$ cat src/hdl/ttyld_pkg.sv
// shared types and constants of the terminal line discipline
`default_nettype none
package ttyld_pkg;

   // ring sizes
   localparam int INPUT_DEPTH = 4096;
   localparam int LINE_DEPTH  = 1024;

   localparam int RAW_AW      = $clog2(INPUT_DEPTH);
   localparam int RAW_FILL_W  = $clog2(INPUT_DEPTH + 1);
   localparam int LINE_AW     = $clog2(LINE_DEPTH);
   // the line ring never holds more than LINE_DEPTH-1 bytes
   localparam int LINE_FILL_W = LINE_AW;

   localparam int MAX_RES   = 3;
   localparam int RES_IDX_W = 2;
   localparam int CSR_IDX_W = 2;

   // character codes
   localparam logic [7:0] CH_INTR  = 8'h03;
   localparam logic [7:0] CH_SUSP  = 8'h1A;
   localparam logic [7:0] CH_BS    = 8'h08;
   localparam logic [7:0] CH_DEL   = 8'h7F;
   localparam logic [7:0] CH_LF    = 8'h0A;
   localparam logic [7:0] CH_CR    = 8'h0D;
   localparam logic [7:0] CH_SPACE = 8'h20;

   typedef enum logic [1:0] {
      CMD_RX   = 2'd0,
      CMD_TX   = 2'd1,
      CMD_READ = 2'd2,
      CMD_NONE = 2'd3
   } cmd_type;

   typedef enum logic [2:0] {
      KIND_TX    = 3'd0,
      KIND_DATA  = 3'd1,
      KIND_EMPTY = 3'd2,
      KIND_INTR  = 3'd3,
      KIND_SUSP  = 3'd4
   } kind_type;

   typedef enum logic [CSR_IDX_W-1:0] {
      REG_CANONICAL = 2'd0,
      REG_ECHO      = 2'd1,
      REG_SIGNAL    = 2'd2,
      REG_MAP_NL    = 2'd3
   } reg_type;

   // controller to datapath
   typedef struct packed {
      logic                 load;
      logic [RES_IDX_W-1:0] idx;
   } ctrl_cmd_type;

   // datapath to controller
   typedef struct packed {
      logic [RES_IDX_W-1:0] load_count;
      logic [RES_IDX_W-1:0] res_count;
   } dp_status_type;

endpackage
`default_nettype wire

$ cat src/hdl/ttyld_ctrl.sv
// controller: takes one word at a time and steps through its results
`default_nettype none
module ttyld_ctrl (
   input  wire logic                      clock,
   input  wire logic                      reset,
   input  wire logic                      req_valid,
   output logic                           req_ready,
   output logic                           rsp_valid,
   input  wire logic                      rsp_ready,
   input  wire ttyld_pkg::dp_status_type  status,
   output ttyld_pkg::ctrl_cmd_type        ctrl
);

   localparam int RES_IDX_W = ttyld_pkg::RES_IDX_W;

   typedef enum logic [1:0] {
      ST_IDLE = 2'b01,
      ST_EMIT = 2'b10
   } state_type;

   state_type            state_ff, state_in;
   logic [RES_IDX_W-1:0] idx_ff, idx_in;
   logic                 load, final_taken;

   assign req_ready   = (state_ff == ST_IDLE);
   assign rsp_valid   = (state_ff == ST_EMIT);
   assign load        = req_valid && req_ready;
   assign final_taken = rsp_valid && rsp_ready &&
                        (idx_ff == status.res_count - RES_IDX_W'(1));

   always_comb begin
      state_in = state_ff;
      idx_in   = idx_ff;
      unique case (state_ff)
         ST_IDLE: begin
            idx_in = '0;
            if (load && status.load_count != '0) begin
               state_in = ST_EMIT;
            end
         end
         ST_EMIT: begin
            if (final_taken) begin
               state_in = ST_IDLE;
            end else if (rsp_ready) begin
               idx_in = idx_ff + RES_IDX_W'(1);
            end
         end
         default: begin
            state_in = ST_IDLE;
         end
      endcase
   end

   always_ff @(posedge clock) begin
      if (reset) begin
         state_ff <= ST_IDLE;
         idx_ff   <= '0;
      end else begin
         state_ff <= state_in;
         idx_ff   <= idx_in;
      end
   end

   assign ctrl.load = load;
   assign ctrl.idx  = idx_ff;

endmodule
`default_nettype wire

$ cat config.mk
export PLATFORM = sky130hd
export DESIGN_NAME = ttyld_ctrl
export DESIGN_NICKNAME = d
export VERILOG_FILES = /design/src/hdl/ttyld_pkg.sv /design/src/hdl/ttyld_ctrl.sv
export SDC_FILE = /design/constraint.sdc
export NUM_CORES = 1
export LEC_CHECK = 0
export ABC_AREA = 1
export ABC_CLOCK_PERIOD_IN_PS = 1650
export CAP_MARGIN = 5
export CORE_AREA = 2 2 39 41
export CTS_CLUSTER_SIZE = 12
export DETAILED_ROUTE_END_ITERATION = 7
export DIE_AREA = 0 0 41 43
export DONT_BUFFER_PORTS = 1
export GPL_TIMING_DRIVEN = 0
export PLACE_DENSITY = 0.37
export REMOVE_ABC_BUFFERS = 1
export SETUP_SLACK_MARGIN = 0.1
export SLEW_MARGIN = 15
export SYNTH_ARGS = -nofsm -noshare
export SYNTH_HDL_FRONTEND = slang
export SYNTH_SLANG_ARGS = --single-unit
$ cat constraint.sdc
create_clock -name clock -period 1.65 [get_ports clock]
set_input_delay 0.33 -clock clock [delete_from_list [all_inputs] [get_ports clock]]
set_output_delay 0.33 -clock clock [all_outputs]
set_load 0.02 [all_outputs]
==> flow_metrics.env, run 1 <==
export IMPL_status="complete, no violations"
export IMPL_place_ws_ns=0.1465
export IMPL_ys_top_cells_by_area="dfxtp_1 (25%), nand2_1 (16%), inv_1 (11%)"
export IMPL_cts_buffers=3
export IMPL_grt_setup_unrepaired="yes"
export IMPL_overflow=0
export IMPL_worstPathArrival_ns=1.12
export IMPL_drt_vias_per_instance=4.061
export IMPL_nets=62
export IMPL_multi_input_area_um2=193.9
export IMPL_fill_cells=166
export IMPL_wirelength_um=568
export IMPL_cts_setup_buffers=0
export IMPL_slew_headroom=0.7582
export IMPL_critPathKind="flop to output port"
export IMPL_vdd_ir_drop_max_mv=0.6491
export IMPL_grt_max_degree=7
export IMPL_portBuffers=0
export IMPL_final_common_cell="nand2_1"
export IMPL_path_common_cell="inv_1"
export IMPL_antenna_found_initial=0
export IMPL_die_area_um2=1763
export IMPL_syn_avg_cell_area_um2=6.543
export IMPL_p_per_area_nw_per_um2=1882
export IMPL_ys_types=15
export IMPL_die_h_um=43
export IMPL_grt_pass1_wl_um=1028
export IMPL_drc=0
export IMPL_final_antenna_net_count=0
export IMPL_syn_inst=48
export IMPL_cp_cell_sequence="inv_1 -> ha_2 -> nand2_1 -> inv_1"
export IMPL_required_ns=1.32
export IMPL_finalMaxSlewViolations=0
export IMPL_rows=14
export IMPL_synth_area_um2=314.1
export IMPL_cts_root_buf="clkbuf_4"
export IMPL_met1_usage=0.1000
export IMPL_leakage_nw=0.1711
export IMPL_num_io_pins=13
export IMPL_path_clk_slew_ns=0.04
export IMPL_slowest_delay_ns=0.32
export IMPL_final_core_util=0.2559
export IMPL_ys_warn_count=0
export IMPL_post_route_min_period_ns=1.451
export IMPL_synth_top_cell_by_area="dfxtp_1"
export IMPL_place_area_um2=326.6
export IMPL_hold_class="input pin to flop"
export IMPL_clock_latency_ns=0.23
export IMPL_core_region_area_um2=1384
export IMPL_setup_viol=0
export IMPL_cts_tree="done"
export IMPL_cp_start_kind="flop"
export IMPL_gp_congestion=0.6102
export IMPL_seq_area_um2=80.08
export IMPL_gr_usage_all_layers=0.09246
export IMPL_grt_busiest_layer="met2"
export IMPL_total_power_mw=0.6662
export IMPL_grt_pass1_vias=278
export IMPL_crit_path_end_kind="output port"
export IMPL_hpwl_um=480.4
export IMPL_stdcell_area_um2=354.1
export IMPL_areaGrowthSynthToFinish_pct=12.75
export IMPL_num_vias=268
export IMPL_hold_viol=0
export IMPL_clock_sinks=4
export IMPL_wire_per_inst_um=8.606
export IMPL_firstDrtPassIters=3
export IMPL_cts_buffer_depth=2
export IMPL_use_met2=0.1219
export IMPL_fin_crit_sh=0.8797
export IMPL_worst_pin_slew_ns=0.3622
export IMPL_start_util=0.2269
export IMPL_cts_htree_levels=1
export IMPL_maxCapViolations=0
export IMPL_yosysSeqAreaShare=0.2550
export IMPL_tns_ns=0
export IMPL_synth_top_area_frac=0.2550
export IMPL_fin_skew_ns=0.002697
export IMPL_yosys_register_bits=4
export IMPL_cp_slowest_cell="dfxtp_1"
export IMPL_drtIter0Drc=5
export IMPL_crit_fanout=4
export IMPL_layout_common_cells="nand2_1 (13), inv_1 (9), nor2_1 (5)"
export IMPL_fmax_mhz=689.0
export IMPL_die_w_um=41
export IMPL_antennaDiodeCount=0
export IMPL_setup_ws_ns=0.1986
export IMPL_met3_usage=0.09948
export IMPL_final_layout_size_suffix_gt1_frac=0.2800
cell usage after synthesis:
library cell and n:
ha_1 2, inv_1 9, inv_2 1, nor4_1 1, dfxtp_1 4, nand3_1 2
nand2_1 13, nand3b_1 1, a21oi_2 2, o211ai_1 1, o21ai_2 1, nand3_2 2
buf_4 1, nand2_2 3, nor2_1 5
critical path, delay by kind of cell, from the launching register on:
family / cells / cell delay, ns
DFF: 1 / 0.32
and+or+nand+nor: 1 / 0.07
buffers and inverters: 2 / 0.21
adders and majority gates: 1 / 0.28
what timing repair did:
| action | in CTS | in global routing |
|---|---|---|
| cloned | 0 | 0 |
| pin swaps | 0 | 0 |
| hold buffers | 0 | 0 |
| hold endpoints to repair | 0 | 0 |
| gates resized for setup | 1 | 1 |
| endpoints found under the setup margin | 1 | 5 |
stage by stage:
stage | cells | hold WS [ns]
detailed placement | 63 | 0.3961
global placement | 63 | 0.3965
floorplan | 47 | 0.3924
CTS | 66 | 0.1474
finish | 66 | 0.1562
global route | 66 | 0.1332
final cells by class:
cell class,instances,area share
clock buffer,3,0.06360
tap,16,0.05654
inverter,10,0.1060
sequential,4,0.2261
multi-input combinational,33,0.5477
state kept, by name, summed over array words and instances (netlist names):
register and flops:
idx_ff 2, state_ff 2
power breakdown:
part	leakage, nW	internal (mW)	switching [mW]
registers	0.0329	0.132	0.0374
logic	0.124	0.141	0.238
clock network	0.0138	0.0811	0.0363
total	0.171	0.354	0.312
worst paths after layout:
kind / startpoint / to / slack [ns] / depth (start not counted)
max: state_ff[1] / ctrl[2] / 0.20 / 4
min: reset / state_ff[1] / 0.16 / 1
max reg2reg: state_ff[0] / state_ff[0] / 0.27 / 9
min reg2reg: state_ff[1] / state_ff[1] / 0.48 / 2
per-layer routing:
layer  part of all wire  vias to the layer above
met2               0.42                       12
li1                   -                      153
met5                  0                        -
met4                  0                        0
met3               0.12                        0
met1               0.46                      103
cells by family (layout without fill, tap and decap cells):
family | Yosys count | in the layout | share of synthesized area
AO/OA/AOI/OAI | 4 | 4 | 0.1076
buffers and inverters | 11 | 13 | 0.1434
adder cells (fa/ha/maj) | 2 | 2 | 0.07967
AND/OR/NAND/NOR | 27 | 27 | 0.4144
flip-flops | 4 | 4 | 0.2550
Note: power is estimated with default switching activity, not from simulation.
==> run 2, diff against run 1 <==
--- a/config.mk
+++ b/config.mk
@@ -6,7 +6,7 @@
 export NUM_CORES = 1
 export LEC_CHECK = 0
 export ABC_AREA = 1
-export ABC_CLOCK_PERIOD_IN_PS = 1650
+export ABC_CLOCK_PERIOD_IN_PS = 1500
 export CAP_MARGIN = 5
 export CORE_AREA = 2 2 39 41
 export CTS_CLUSTER_SIZE = 12
@@ -16,7 +16,7 @@
 export GPL_TIMING_DRIVEN = 0
 export PLACE_DENSITY = 0.37
 export REMOVE_ABC_BUFFERS = 1
-export SETUP_SLACK_MARGIN = 0.1
+export SETUP_SLACK_MARGIN = 0.02
 export SLEW_MARGIN = 15
 export SYNTH_ARGS = -nofsm -noshare
 export SYNTH_HDL_FRONTEND = slang
==> constraint.sdc (replaced) <==
create_clock -name clock -period 1.5 [get_ports clock]
set_input_delay 0.3 -clock clock [delete_from_list [all_inputs] [get_ports clock]]
set_output_delay 0.3 -clock clock [all_outputs]
set_load 0.02 [all_outputs]
==> flow_metrics.env, run 2 (synthesized netlist as in run 1, its figures left out) <==
export IMPL_status="complete, no violations"
export IMPL_hold_path_startpoint="reset"
export IMPL_swShare=0.4632
export IMPL_nets=62
export IMPL_seqPwrFrac=0.248
export IMPL_final_antenna_net_count=0
export IMPL_hold_class="input pin to flop"
export IMPL_wire_per_inst_um=8.606
export IMPL_cp_cell_sequence="inv_1 -> ha_4 -> nand2_1 -> inv_2"
export IMPL_cts_root_buf="clkbuf_4"
export IMPL_grt_max_degree=7
export IMPL_wirelength_um=568
export IMPL_required_ns=1.20
export IMPL_cts_htree_levels=1
export IMPL_hold_viol=0
export IMPL_grt_setup_unrepaired="no"
export IMPL_worst_pin_slew_ns=0.3622
export IMPL_gr_usage_all_layers=0.09447
export IMPL_drt_vias_per_instance=4.106
export IMPL_antennaDiodeCount=0
export IMPL_cts_tree="done"
export IMPL_start_util=0.2269
export IMPL_post_route_min_period_ns=1.359
export IMPL_num_io_pins=13
export IMPL_gp_congestion=0.6102
export IMPL_cts_buffers=3
export IMPL_place_ws_ns=-0.003474
export IMPL_setup_ws_ns=0.1407
export IMPL_fmax_mhz=735.7
export IMPL_ff2ff_path_depth=9
export IMPL_multi_input_area_um2=216.5
export IMPL_path_clk_slew_ns=0.04
export IMPL_cts_buffer_depth=2
export IMPL_worst_r2r_endpoint="state_ff[0]"
export IMPL_place_area_um2=326.6
export IMPL_stdcell_count=66
export IMPL_p_per_area_nw_per_um2=2150
export IMPL_crit_fanout=4
export IMPL_critPathKind="flop to output port"
export IMPL_rows=14
export IMPL_stdcell_area_um2=376.6
export IMPL_p_int_mw=0.4346
export IMPL_power_frac_clock=0.159
export IMPL_slew_headroom=0.7582
export IMPL_maxCapViolations=0
export IMPL_finalMaxSlewViolations=0
export IMPL_grt_pass1_vias=285
export IMPL_worstReg2RegStart="state_ff[0]"
export IMPL_die_w_um=41
export IMPL_crit_path_end_kind="output port"
export IMPL_final_common_cell="nand2_1"
export IMPL_grt_pass1_wl_um=1048
export IMPL_fin_crit_sh=0.9062
export IMPL_rrSetupSlack_ns=0.18
export IMPL_cp_slowest_cell="dfxtp_1"
export IMPL_reg_largest_list="idx_ff (2), state_ff (2)"
export IMPL_leakage_nw=0.1714
export IMPL_die_area_um2=1763
export IMPL_seq_area_um2=80.08
export IMPL_hpwl_um=480.4
export IMPL_drtIter0Drc=7
export IMPL_portBuffers=0
export IMPL_fill_cells=164
export IMPL_layout_common_cells="nand2_1 (13), inv_1 (7), nor2_1 (4), dfxtp_1 (4)"
export IMPL_p_comb_frac=0.594
export IMPL_cts_setup_buffers=0
export IMPL_clock_sinks=4
export IMPL_slowest_delay_ns=0.39
export IMPL_die_h_um=43
export IMPL_cp_start_kind="flop"
export IMPL_antenna_found_initial=0
export IMPL_areaGrowthSynthToFinish_pct=19.92
export IMPL_whs_path_depth=1
export IMPL_tns_ns=0
export IMPL_final_core_util=0.2722
export IMPL_overflow=0
export IMPL_fin_skew_ns=0.002626
export IMPL_vdd_ir_drop_max_mv=0.7549
export IMPL_worstPathArrival_ns=1.06
export IMPL_num_vias=271
export IMPL_drc=0
export IMPL_p_sw_mw=0.3750
export IMPL_firstDrtPassIters=3
export IMPL_placed_cells=63
export IMPL_clock_latency_ns=0.23
export IMPL_core_region_area_um2=1384
export IMPL_holdPathEnd="state_ff[1]"
export IMPL_setup_viol=0
export IMPL_holdWs_ns=0.1273
export IMPL_final_layout_size_suffix_gt1_frac=0.3400
export IMPL_total_power_mw=0.8096
run 2: cell types whose count changed in the layout (fill, tap and decap cells not counted):
cell    delta
nor2_1     -1
ha_4       +2
inv_1      -2
ha_2       -2
inv_2      +2
nor2_2     +1
run 2: cell type report:
class / instances / share of cell area
Multi-Input combinational cell: 33 / 0.5748
Sequential cell: 4 / 0.2126
Inverter: 10 / 0.09967
Clock buffer: 3 / 0.05980
Tap cell: 16 / 0.05316
run 2: how the worst max path moves through the flow:
stage / startpoint / to / slack (ns) / cells after the start
after floorplan: state_ff[0] / state_ff[0] / 0.12 / 9
after global placement: state_ff[0] / state_ff[0] / -0.006 / 9
after detailed placement: state_ff[0] / state_ff[0] / -0.003 / 9
after CTS: state_ff[1] / ctrl[2] / 0.06 / 4
after global routing: state_ff[0] / state_ff[0] / 0.02 / 9
final: state_ff[1] / ctrl[2] / 0.14 / 4
run 2: power groups by stage:
stage	Clock, mW	Sequential, mW	Combinational, mW
floorplan	0	0.180	0.363
detailed placement	0	0.189	0.409
finish	0.128	0.201	0.481
CTS	0.137	0.188	0.423
global route	0.153	0.208	0.558
global placement	0	0.189	0.415
run 2: timing repair:
| item | in CTS | in global routing |
|---|---|---|
| hold buffers | 0 | 0 |
| endpoints found under the setup margin | 2 | 5 |
| pin swaps | 0 | 1 |
| endpoints found under the hold margin | 0 | 0 |
| gates resized for setup | 2 | 5 |
run 2: critical path: cells and delay by family (launching register included):
kind | cells | cell delay [ns]
AND/OR/NAND/NOR | 1 | 0.07
adder cells (fa/ha/maj) | 1 | 0.20
flip-flops | 1 | 0.39
buffers and inverters | 2 | 0.16
run 2: routing by layer:
| metal | vias up | part of all wire | track usage |
|---|---|---|---|
| li1 | 153 | - | - |
| met1 | 106 | 0.46 | 0.1032 |
| met2 | 12 | 0.42 | 0.1250 |
| met5 | - | 0 | 0 |
| met4 | 0 | 0 | 0.02000 |
| met3 | 0 | 0.12 | 0.09948 |
==> run 3, diff against run 2 <==
--- a/config.mk
+++ b/config.mk
@@ -6,7 +6,7 @@
 export NUM_CORES = 1
 export LEC_CHECK = 0
 export ABC_AREA = 1
-export ABC_CLOCK_PERIOD_IN_PS = 1500
+export ABC_CLOCK_PERIOD_IN_PS = 1700
 export CAP_MARGIN = 5
 export CORE_AREA = 2 2 39 41
 export CTS_CLUSTER_SIZE = 12
==> constraint.sdc (replaced) <==
create_clock -name clock -period 1.7 [get_ports clock]
set_input_delay 0.34 -clock clock [delete_from_list [all_inputs] [get_ports clock]]
set_output_delay 0.34 -clock clock [all_outputs]
set_load 0.02 [all_outputs]
==> flow_metrics.env, run 3 (synthesized netlist as in run 1, its figures left out) <==
export IMPL_status="complete, no violations"
export IMPL_tns_ns=0
export IMPL_critPathKind="flop to output port"
export IMPL_cts_resized=0
export IMPL_path_clk_slew_ns=0.04
export IMPL_cp_start_kind="flop"
export IMPL_firstDrtPassIters=3
export IMPL_die_area_um2=1763
export IMPL_clock_latency_ns=0.23
export IMPL_crit_start="state_ff[1]"
export IMPL_antennaDiodeCount=0
export IMPL_overflow=0
export IMPL_cts_htree_levels=1
export IMPL_final_layout_size_suffix_gt1_frac=0.2400
export IMPL_worst_pin_slew_ns=0.3622
export IMPL_fin_crit_sh=0.9135
export IMPL_clock_sinks=4
export IMPL_wirelength_um=561
export IMPL_rows=14
export IMPL_fin_skew_ns=0.002697
export IMPL_grt_pass1_vias=278
export IMPL_num_io_pins=13
export IMPL_worstPathArrival_ns=1.21
export IMPL_p_int_mw=0.3331
export IMPL_place_area_um2=326.6
export IMPL_hpwl_um=480.4
export IMPL_seqPwrFrac=0.258
export IMPL_power_frac_clock=0.180
export IMPL_layout_common_cells="nand2_1 (13), inv_1 (9), nor2_1 (5)"
export IMPL_core_region_area_um2=1384
export IMPL_crit_path_end_kind="output port"
export IMPL_setup_ws_ns=0.1470
export IMPL_cts_buffer_depth=2
export IMPL_cts_buffers=3
export IMPL_final_common_cell="nand2_1"
export IMPL_portBuffers=0
export IMPL_hold_class="input pin to flop"
export IMPL_swShare=0.4746
export IMPL_place_ws_ns=0.1965
export IMPL_cts_setup_buffers=0
export IMPL_drtIter0Drc=5
export IMPL_areaGrowthSynthToFinish_pct=11.16
export IMPL_grt_setup_unrepaired="no"
export IMPL_num_vias=266
export IMPL_fill_cells=164
export IMPL_cts_hold_buffers_added=0
export IMPL_p_sw_mw=0.3009
export IMPL_total_power_mw=0.6340
export IMPL_stdcell_count=66
export IMPL_p_per_area_nw_per_um2=1816
export IMPL_hold_path_startpoint="reset"
export IMPL_die_w_um=41
export IMPL_grt_max_degree=7
export IMPL_grt_pass1_wl_um=1028
export IMPL_die_h_um=43
export IMPL_finalMaxSlewViolations=0
export IMPL_stdcell_area_um2=349.1
export IMPL_worstReg2RegStart="state_ff[0]"
export IMPL_vdd_ir_drop_max_mv=0.6270
export IMPL_slew_headroom=0.7582
export IMPL_crit_fanout=4
export IMPL_cts_root_buf="clkbuf_4"
export IMPL_start_util=0.2269
export IMPL_gr_usage_all_layers=0.09246
export IMPL_setup_viol=0
export IMPL_fmax_mhz=643.9
export IMPL_drt_vias_per_instance=4.030
export IMPL_placed_cells=63
export IMPL_hold_viol=0
export IMPL_reg_largest_list="idx_ff (2), state_ff (2)"
export IMPL_cts_tree="done"
export IMPL_maxCapViolations=0
export IMPL_drc=0
export IMPL_leakage_nw=0.1746
export IMPL_wire_per_inst_um=8.500
export IMPL_post_route_min_period_ns=1.553
export IMPL_required_ns=1.36
export IMPL_antenna_found_initial=0
export IMPL_nets=62
export IMPL_gp_congestion=0.6102
export IMPL_final_antenna_net_count=0
export IMPL_p_comb_frac=0.563
## run 3: cell types whose count changed in the layout (fill, tap and decap cells not counted)
cell and delta:
ha_1 +2, ha_4 -2, inv_1 +2, inv_2 -2
nor2_1 +1, nor2_2 -1
## run 3: power by group through the flow
stage	combinational (mW)	sequential (mW)	clock [mW]
6_report	0.357	0.163	0.114
3_3_place_gp	0.366	0.166	0
3_5_place_dp	0.360	0.166	0
2_1_floorplan	0.320	0.159	0
4_1_cts	0.362	0.165	0.121
5_1_grt	0.416	0.168	0.135
## run 3: final cells by class
| cell class | count | area [um2] | area share |
|---|---|---|---|
| inverters | 10 | 37.54 | 0.1075 |
| multi-input cells | 33 | 188.9 | 0.5412 |
| well taps | 16 | 20.02 | 0.05735 |
| flip-flops and latches | 4 | 80.08 | 0.2294 |
| clock buffers | 3 | 22.52 | 0.06452 |
## run 3: routing by layer
layer,vias up,GRT usage,routed length [um]
met5,-,0,0
met3,0,0.09948,70
met2,12,0.1219,234
met4,0,0.02000,0
met1,100,0.1000,256
li1,154,-,-
## run 3: metrics by stage
step | util | hold WS (ns)
after floorplan | - | 0.4024
after global placement | 0.2360 | 0.4065
after detailed placement | 0.2360 | 0.4061
after CTS | 0.2523 | 0.1574
after global routing | 0.2523 | 0.1432
final | 0.2523 | 0.1661
## run 3: path summary, 6_finish.rpt
| check | to | slack (ns) | cells past startpoint |
|---|---|---|---|
| worst max-delay path | ctrl[2] | 0.15 | 4 |
| worst min-delay path | state_ff[1] | 0.17 | 1 |
| worst max register to register | state_ff[0] | 0.22 | 9 |
| worst min register to register | state_ff[1] | 0.48 | 2 |
## run 3: worst max-delay path: stages (launching register included)
cell	delay (ns)
dfxtp_1	0.32
inv_1	0.06
ha_1	0.35
nand2_1	0.08
inv_1	0.16
